**config.mk**
```make
export PLATFORM = sky130hd
export DESIGN_NAME = multiturn_wheel_encoder_tracker_unit
export DESIGN_NICKNAME = d
export VERILOG_FILES = /design/src/hw/rtl/mwe_pkg.sv /design/src/hw/rtl/mwe_step.sv /design/src/hw/rtl/multiturn_wheel_encoder_tracker_unit.sv
export VERILOG_INCLUDE_DIRS = /design/src /design/src/hw/rtl
export SDC_FILE = /design/constraint.sdc
export NUM_CORES = 1
export LEC_CHECK = 0
export ABC_CLOCK_PERIOD_IN_PS = 5800
export BUFFER_PORTS_ARGS = -buffer_cell sky130_fd_sc_hd__buf_2
export CORE_MARGIN = 2
export CORE_UTILIZATION = 50
export CTS_CLUSTER_DIAMETER = 40
export DETAILED_ROUTE_END_ITERATION = 10
export GPL_TIMING_DRIVEN = 0
export HOLD_SLACK_MARGIN = 0.03
export PLACE_DENSITY = 0.77
export SYNTH_ARGS = -nofsm -noshare
export SYNTH_HDL_FRONTEND = slang
export SYNTH_HIERARCHICAL = 1
export SYNTH_SLANG_ARGS = --single-unit
```
**constraint.sdc**
```tcl
create_clock -name clk -period 5.8 [get_ports clk]
set_input_delay 0.58 -clock clk [delete_from_list [all_inputs] [get_ports clk]]
set_output_delay 0.58 -clock clk [all_outputs]
set_load 0.02 [all_outputs]
```
**src/hw/rtl/assert_macros.svh**
```systemverilog
// Concurrent assertion helpers. Each use names clk and rst_n of the
// enclosing module.
`ifndef ASSERT_MACROS_SVH
`define ASSERT_MACROS_SVH

`ifndef SYNTHESIS

`define MWE_ASSERT_IMP(lbl, ante, cons) \
  lbl: assert property (@(posedge clk) disable iff (!rst_n) (ante) |-> (cons)) \
    else $error("assertion failed");

`define MWE_ASSERT_NEXT(lbl, ante, cons) \
  lbl: assert property (@(posedge clk) disable iff (!rst_n) (ante) |=> (cons)) \
    else $error("assertion failed");

`else

`define MWE_ASSERT_IMP(lbl, ante, cons)

`define MWE_ASSERT_NEXT(lbl, ante, cons)

`endif

`endif

```
**src/hw/rtl/mwe_pkg.sv**
```systemverilog
`default_nettype none

package mwe_pkg;

  localparam int RAW_W = 16;
  localparam int VEL_W = 16;
  localparam int THR_W = 12;
  localparam int ABS_W = 29;

  localparam logic [THR_W-1:0] THR_RESET = 12'd30;
  localparam logic [VEL_W-1:0] VEL_SIGN  = 16'h8000;

  typedef enum logic {
    REQ_SAMPLE   = 1'b0,
    REQ_VELOCITY = 1'b1
  } req_t;

  localparam logic STATUS_OK        = 1'b0;
  localparam logic STATUS_RANGE_ERR = 1'b1;

  // per-item state update controls, step logic -> wheel registers
  typedef struct packed {
    logic upd_sample;  // write position, turn count, seeded
    logic upd_dir;     // write direction latch
    logic dir_fwd;     // new direction value
    logic status;
  } upd_ctl_t;

endpackage

`default_nettype wire

```
**src/hw/rtl/mwe_step.sv**
```systemverilog
`default_nettype none

module mwe_step #(
  parameter int POSITION_BITS = 12,
  parameter int TURN_BITS     = 16
) (
  input  wire logic                             req_type,
  input  wire logic                             wheel_ok,
  input  wire logic [mwe_pkg::RAW_W-1:0]        raw_position,
  input  wire logic signed [mwe_pkg::VEL_W-1:0] velocity,
  input  wire logic [mwe_pkg::THR_W-1:0]        jump_threshold,
  input  wire logic                             seeded,
  input  wire logic                             forward_dir,
  input  wire logic [POSITION_BITS-1:0]         last_position,
  input  wire logic [TURN_BITS-1:0]             turn_count,
  output mwe_pkg::upd_ctl_t                     ctl,
  output logic [POSITION_BITS-1:0]              new_position,
  output logic [TURN_BITS-1:0]                  new_turn_count,
  output logic signed [mwe_pkg::ABS_W-1:0]      abs_position,
  output logic [mwe_pkg::VEL_W-1:0]             velocity_word
);
  import mwe_pkg::*;

  localparam int CMP_W = (POSITION_BITS > THR_W) ? POSITION_BITS : THR_W;
  localparam int TP_W  = TURN_BITS + POSITION_BITS;

  logic                     is_cmd;
  logic                     out_of_range;
  logic                     sample_ok;
  logic [POSITION_BITS-1:0] pos;
  logic [POSITION_BITS-1:0] prev;
  logic [POSITION_BITS-1:0] diff;
  logic [TURN_BITS-1:0]     cnt;
  logic                     jump;
  logic signed [TP_W-1:0]   turn_pos;
  logic [VEL_W-1:0]         vel_u;
  logic [VEL_W-1:0]         mag;
  logic                     vel_nz;
  logic                     vel_neg;

  assign is_cmd       = (req_type == REQ_VELOCITY);
  assign out_of_range = ((raw_position >> POSITION_BITS) != '0);
  assign sample_ok    = !is_cmd && wheel_ok && !out_of_range;
  assign pos          = POSITION_BITS'(raw_position);

  // first sample seeds: previous = current, count cleared
  assign prev = seeded ? last_position : pos;
  assign cnt  = seeded ? turn_count : '0;
  assign diff = (pos >= prev) ? (pos - prev) : (prev - pos);
  assign jump = (CMP_W'(diff) > CMP_W'(jump_threshold));

  always_comb begin
    new_turn_count = cnt;
    if (jump && forward_dir && (pos < prev)) begin
      new_turn_count = cnt + TURN_BITS'(1);
    end else if (jump && !forward_dir && (pos > prev)) begin
      new_turn_count = cnt - TURN_BITS'(1);
    end
  end

  assign new_position = pos;
  // count * 2^POSITION_BITS + pos is just the concatenation
  assign turn_pos     = {new_turn_count, pos};
  assign abs_position = sample_ok ? ABS_W'(turn_pos) : '0;

  assign vel_u   = velocity;
  assign vel_nz  = (vel_u != '0);
  assign vel_neg = vel_u[VEL_W-1];
  assign mag     = ~vel_u + VEL_W'(1);

  always_comb begin
    velocity_word = '0;
    if (is_cmd && vel_nz) begin
      velocity_word = vel_neg ? (mag | VEL_SIGN) : vel_u;
    end
  end

  assign ctl.upd_sample = sample_ok;
  assign ctl.upd_dir    = is_cmd && vel_nz && wheel_ok;
  assign ctl.dir_fwd    = !vel_neg;
  assign ctl.status     = (!is_cmd && !sample_ok) ? STATUS_RANGE_ERR : STATUS_OK;

endmodule

`default_nettype wire

```
**src/hw/rtl/multiturn_wheel_encoder_tracker_unit.sv**
```systemverilog
// Channel   Handshake             Payload
// in_       in_valid / in_stall   in_req_type, in_wheel, in_raw_position, in_velocity
// out_      out_valid / out_stall out_status, out_abs_position, out_velocity_word
// cfg_      cfg_wr_en             cfg_wr_data (jump threshold)
//
// One item per cycle sustained while out_stall is low; an accepted item passes through
// the input register, then the result register, where it shows as out_valid.
// Per-wheel state is read for the item in the input register and written as the item
// moves into the result register, so consecutive items on a wheel chain directly.
// rst_n (sync, low) clears wheel state, threshold to 30, and both valid flags.
// in_stall rises only when the input register is full and the result is stalled.
`default_nettype none

module multiturn_wheel_encoder_tracker_unit #(
  parameter int POSITION_BITS = 12,
  parameter int TURN_BITS     = 16,
  parameter int WHEEL_COUNT   = 2
) (
  input  wire logic                              clk,
  input  wire logic                              rst_n,
  input  wire logic                              in_valid,
  output logic                                   in_stall,
  input  wire logic                              in_req_type,
  input  wire logic                              in_wheel,
  input  wire logic [mwe_pkg::RAW_W-1:0]         in_raw_position,
  input  wire logic signed [mwe_pkg::VEL_W-1:0]  in_velocity,
  output logic                                   out_valid,
  input  wire logic                              out_stall,
  output logic                                   out_status,
  output logic signed [mwe_pkg::ABS_W-1:0]       out_abs_position,
  output logic [mwe_pkg::VEL_W-1:0]              out_velocity_word,
  input  wire logic                              cfg_wr_en,
  input  wire logic [mwe_pkg::THR_W-1:0]         cfg_wr_data
);
  import mwe_pkg::*;

`include "assert_macros.svh"

  localparam int WIDX = (WHEEL_COUNT > 1) ? $clog2(WHEEL_COUNT) : 1;

  logic [THR_W-1:0]         jump_thr_r;

  // input register
  logic                     in_v_r;
  logic                     req_r;
  logic                     wheel_r;
  logic [RAW_W-1:0]         raw_r;
  logic signed [VEL_W-1:0]  vel_r;

  // result register
  logic                     out_v_r;
  logic                     status_r;
  logic signed [ABS_W-1:0]  abs_r;
  logic [VEL_W-1:0]         vword_r;

  // wheel state
  logic [POSITION_BITS-1:0] last_pos_r [WHEEL_COUNT];
  logic [TURN_BITS-1:0]     turn_r     [WHEEL_COUNT];
  logic [WHEEL_COUNT-1:0]   seeded_r;
  logic [WHEEL_COUNT-1:0]   fwd_r;

  logic                     advance;
  logic                     fire;
  logic                     wheel_ok;
  logic [WIDX-1:0]          idx;
  upd_ctl_t                 ctl;
  logic [POSITION_BITS-1:0] new_pos;
  logic [TURN_BITS-1:0]     new_turn;
  logic signed [ABS_W-1:0]  abs_nxt;
  logic [VEL_W-1:0]         vword_nxt;

  assign advance  = !out_v_r || !out_stall;
  assign fire     = in_v_r && advance;
  assign in_stall = in_v_r && !advance;

  assign wheel_ok = (32'(wheel_r) < WHEEL_COUNT);
  assign idx      = wheel_ok ? WIDX'(wheel_r) : '0;

  mwe_step #(
    .POSITION_BITS(POSITION_BITS),
    .TURN_BITS    (TURN_BITS)
  ) u_step (
    .req_type      (req_r),
    .wheel_ok      (wheel_ok),
    .raw_position  (raw_r),
    .velocity      (vel_r),
    .jump_threshold(jump_thr_r),
    .seeded        (seeded_r[idx]),
    .forward_dir   (fwd_r[idx]),
    .last_position (last_pos_r[idx]),
    .turn_count    (turn_r[idx]),
    .ctl           (ctl),
    .new_position  (new_pos),
    .new_turn_count(new_turn),
    .abs_position  (abs_nxt),
    .velocity_word (vword_nxt)
  );

  // threshold register
  always_ff @(posedge clk) begin
    if (!rst_n) begin
      jump_thr_r <= THR_RESET;
    end else if (cfg_wr_en) begin
      jump_thr_r <= cfg_wr_data;
    end
  end

  always_ff @(posedge clk) begin
    if (!rst_n) begin
      in_v_r <= 1'b0;
    end else if (!in_stall) begin
      in_v_r <= in_valid;
    end
  end

  always_ff @(posedge clk) begin
    if (!in_stall && in_valid) begin
      req_r   <= in_req_type;
      wheel_r <= in_wheel;
      raw_r   <= in_raw_position;
      vel_r   <= in_velocity;
    end
  end

  always_ff @(posedge clk) begin
    if (!rst_n) begin
      out_v_r <= 1'b0;
    end else if (advance) begin
      out_v_r <= in_v_r;
    end
  end

  always_ff @(posedge clk) begin
    if (fire) begin
      status_r <= ctl.status;
      abs_r    <= abs_nxt;
      vword_r  <= vword_nxt;
    end
  end

  always_ff @(posedge clk) begin
    if (!rst_n) begin
      seeded_r <= '0;
      fwd_r    <= '0;
      for (int i = 0; i < WHEEL_COUNT; i++) begin
        last_pos_r[i] <= '0;
        turn_r[i]     <= '0;
      end
    end else if (fire) begin
      if (ctl.upd_sample) begin
        seeded_r[idx]   <= 1'b1;
        last_pos_r[idx] <= new_pos;
        turn_r[idx]     <= new_turn;
      end
      if (ctl.upd_dir) begin
        fwd_r[idx] <= ctl.dir_fwd;
      end
    end
  end

  assign out_valid         = out_v_r;
  assign out_status        = status_r;
  assign out_abs_position  = abs_r;
  assign out_velocity_word = vword_r;

  `MWE_ASSERT_NEXT(a_held_item_kept, in_v_r && in_stall, in_v_r)
  `MWE_ASSERT_IMP(a_stall_needs_full_out, in_stall, out_v_r && out_stall)
  `MWE_ASSERT_IMP(a_error_zero_fields, out_v_r && out_status,
                  (out_abs_position == '0) && (out_velocity_word == '0))
  `MWE_ASSERT_NEXT(a_seed_sticky, seeded_r[0], seeded_r[0])
  `MWE_ASSERT_IMP(a_cmd_no_sample_upd, fire && (req_r == REQ_VELOCITY), !ctl.upd_sample)

endmodule

`default_nettype wire

```
==> impl_metrics.py <==
metrics = {
    "logic_synthesis": {
        "synth_flop_cell": "edfxtp_1",
        "synth_edf_count": 136,
        "yosysSeqAreaShare": 0.504,
        "yosys_warnings": 6,
        "synth.distinct_cells": 80,
        "syn_area_per_cell_sq_um": 11.1,
        "synthesis.instances": 798,
        "async_reset_ff_frac": 0,
        "ys_ff_latch": 155,
        "netlist_area_sq_um": 8860,
    },
    "pwr": {
        "p_leak_nw": 4.55,
        "p_per_area_nw_per_um2": 278,
        "p_total_w": 0.00310,
        "peakVddDrop_uv": 217,
    },
    "final_layout": {
        "final_util": 0.645,
        "drive_above_1_share": 0.334,
        "multi_input_area_sq_um": 4340,
        "register_area_sq_um": 4460,
        "n_fill_cell": 1363,
        "fin_nets": 1048,
        "layout-area-overhead-vs-synth_pct": 25.9,
    },
    "floorplanning": {
        "io_pins": 99,
        "die_h_um": 137,
        "fp.coreArea_sq_um": 17300,
        "die_w_um": 137,
        "start_util": 0.512,
        "dieArea_sq_um": 18800,
        "row_count": 48,
    },
    "grt": {
        "grt_pass1_wl_um": 33900,
        "track_usage": 0.240,
        "overflow": 0,
        "grt_max_degree": 30,
        "antenna_found_initial": 2,
        "grt_pass1_vias": 6637,
    },
    "place": {
        "port_buffers": 98,
        "post-place-ws_ns": -1.42,
        "dp_hpwl_um": 15800,
        "gp_congestion": 0.934,
    },
    "setup_path": {
        "cp_max_fo": 5,
        "end_kind": "register",
        "worstSetupStartpointType": "register",
        "crit_required_ns": 6.00,
        "worstSetupPathType": "register to register",
        "cp.arrival_ns": 5.97,
    },
    "detailed_routing": {
        "num_vias": 6778,
        "dr.first_iter.drc_count": 552,
        "wl_per_cell_um": 18.5,
        "wl_um": 22200,
        "viasPerCell": 5.66,
        "route.detailed.drc": 0,
        "dr.pass1.iters": 5,
        "ant_nets": 0,
    },
    "job": {
        "drv_cap": 0,
    },
    "clocking": {
        "cts_buffers": 17,
        "clockBufferDepth": 2,
        "clkTransAtPathRegs_ns": 0.07,
        "cts_sinks": 155,
        "clock_latency_ns": 0.44,
        "cts_max_level": 4,
        "cts_tree": "done",
        "root_buffer": "clkbuf_16",
    },
    "min_path": {
        "hold_class": "primary input to register",
    },
    "sta": {
        "final.setup.tns_ns": 0,
        "period_share": 0.996,
        "min_period_ns": 5.78,
        "tightest_slew_ns": 0.880,
        "hold_viol": 0,
        "slew_violations": 0,
        "grt_setup_unrepaired": "true",
        "setup_violations": 0,
        "whs_ns": 0.315,
        "max_freq_ghz": 0.173,
        "max_slew_margin": 0.409,
        "finClkSkew_ns": 0.00820,
        "setup_ws_ns": 0.0248,
    },
    "outcome": {
        "status": "complete, no violations",
    },
}
-- cell usage after synthesis, types with 4 or more instances --
cell type / count / area, sq um
a211oi_1: 5 / 37.5
a21o_1: 9 / 67.6
a21oi_1: 26 / 130
a31oi_1: 10 / 62.6
and2_1: 66 / 413
and3_1: 8 / 50.1
buf_2: 9 / 45.0
buf_4: 14 / 105
buf_6: 8 / 90.1
clkbuf_1: 11 / 41.3
dfxtp_1: 19 / 380
edfxtp_1: 136 / 4080
ha_1: 38 / 475
inv_1: 49 / 184
mux2_2: 33 / 372
mux2i_1: 19 / 190
nand2_1: 66 / 248
nand2b_1: 5 / 31.3
nand3_1: 21 / 105
nand3b_1: 5 / 37.5
nand4_1: 11 / 68.8
nor2_1: 49 / 184
nor2b_1: 13 / 81.3
nor3_1: 15 / 75.1
nor4_1: 7 / 43.8
o21a_1: 12 / 90.1
o21ai_0: 12 / 60.1
o22ai_1: 4 / 25.0
o31a_1: 4 / 35.0
o31ai_1: 6 / 45.0
or2_2: 5 / 31.3
or3_1: 13 / 81.3
or4_1: 5 / 37.5
xnor2_1: 8 / 70.1
xor2_1: 15 / 131
-- worst max-delay path, stage by stage (launching register included) --
cell       delay (ns)
edfxtp_1         0.42
mux2_4           0.38
buf_12           0.15
buf_12           0.12
o21a_1           0.19
inv_1            0.06
ha_2             0.19
inv_2            0.04
fa_2             0.40
nand3_4          0.09
a311oi_4         0.11
a2111oi_4        0.41
mux2_4           0.35
a221oi_4         0.27
o21ai_2          0.09
xor2_1           0.17
ha_1             0.30
nand4_1          0.15
nor3_4           0.26
o21ai_4          0.12
a31oi_4          0.19
buf_4            0.15
nand4_4          0.10
o221a_4          0.27
or3_1            0.37
and2_1           0.15
-- through the flow --
stage               std cells  area (sq um)
finish                   1197         11200
global route             1197         11200
CTS                      1169         10600
detailed placement       1124          9710
global placement         1122          9650
floorplan                 799          8880
-- cell usage in the layout (no fill, tap or decap), drive strengths merged, types with 8 or more instances in the layout --
cell,instances
buf,174
edfxtp,136
and2,69
nand2,66
inv,56
nor2,50
ha,38
mux2,34
a21oi,29
clkbuf,25
nand3,22
mux2i,19
dfxtp,19
nor3,17
xor2,15
o21ai,15
nor2b,13
or3,13
o21a,12
nand4,12
a31oi,11
a21o,10
xnor2,8
and3,8
-- final timing paths --
path / end / cells past startpoint / startpoint / slack, ns
setup / recovery: turn_r[0][13] / 25 / idx / 0.02
hold / removal: vel_r[2] / 1 / in_velocity[2] / 0.31
setup reg to reg: turn_r[0][13] / 25 / idx / 0.02
hold reg to reg: seeded_r[0] / 1 / seeded_r[0] / 0.46
-- repair_timing --
action / 4_1_cts / 5_1_grt
hold endpoints to repair: 0 / 0
endpoints found under the setup margin: 49 / 49
cloned: 0 / 1
setup buffers: 15 / 26
gates resized for setup: 42 / 68
pin swaps: 12 / 37
hold buffers: 0 / 0
-- cells by family after synthesis --
| family | Yosys count | synth area share |
|---|---|---|
| buffers and inverters | 92 | 0.0530 |
| AO/OA/AOI/OAI | 126 | 0.107 |
| other | 1 | 0.000423 |
| XOR/XNOR | 23 | 0.0227 |
| flip-flops | 155 | 0.504 |
| multiplexers | 53 | 0.0651 |
| adder cells (fa/ha/maj) | 40 | 0.0582 |
| AND/OR/NAND/NOR | 308 | 0.189 |
-- power by group --
| group | leakage, nW | switching, W | internal, W | total, W |
|---|---|---|---|---|
| Combinational | 2.77 | 0.000395 | 0.000300 | 0.000695 |
| Sequential | 1.49 | 0.0000233 | 0.00127 | 0.00129 |
| Clock | 0.289 | 0.000503 | 0.000615 | 0.00112 |
| Total | 4.55 | 0.000921 | 0.00218 | 0.00310 |
-- layout make-up --
| type | count | area share |
|---|---|---|
| Multi-Input combinational cell | 552 | 0.389 |
| Clock inverter | 15 | 0.0162 |
| Buffer | 41 | 0.0343 |
| Sequential cell | 155 | 0.400 |
| Timing Repair Buffer | 141 | 0.0795 |
| Inverter | 49 | 0.0165 |
| Tap cell | 225 | 0.0252 |
| Clock buffer | 17 | 0.0381 |
| Antenna cell | 2 | 0.000449 |
-- flip-flops by register name, indices dropped and copies added (netlist names), named ones only --
name	count
turn_r	32
out_abs_position	29
last_pos_r	24
out_velocity_word	16
raw_r	16
vel_r	16
jump_thr_r	12
fwd_r	2
seeded_r	2
idx	1
in_v_r	1
out_status	1
out_valid	1
req_r	1
-- layer usage --
| layer | GRT usage | vias up | wire length (um) |
|---|---|---|---|
| met2 | 0.408 | 205 | 11100 |
| met1 | 0.302 | 3311 | 9330 |
| met3 | 0.0456 | 53 | 986 |
| met5 | 0 | - | 0 |
| li1 | - | 3209 | - |
| met4 | 0.0968 | 0 | 708 |
No activity file was read; power rests on OpenSTA's default activity.
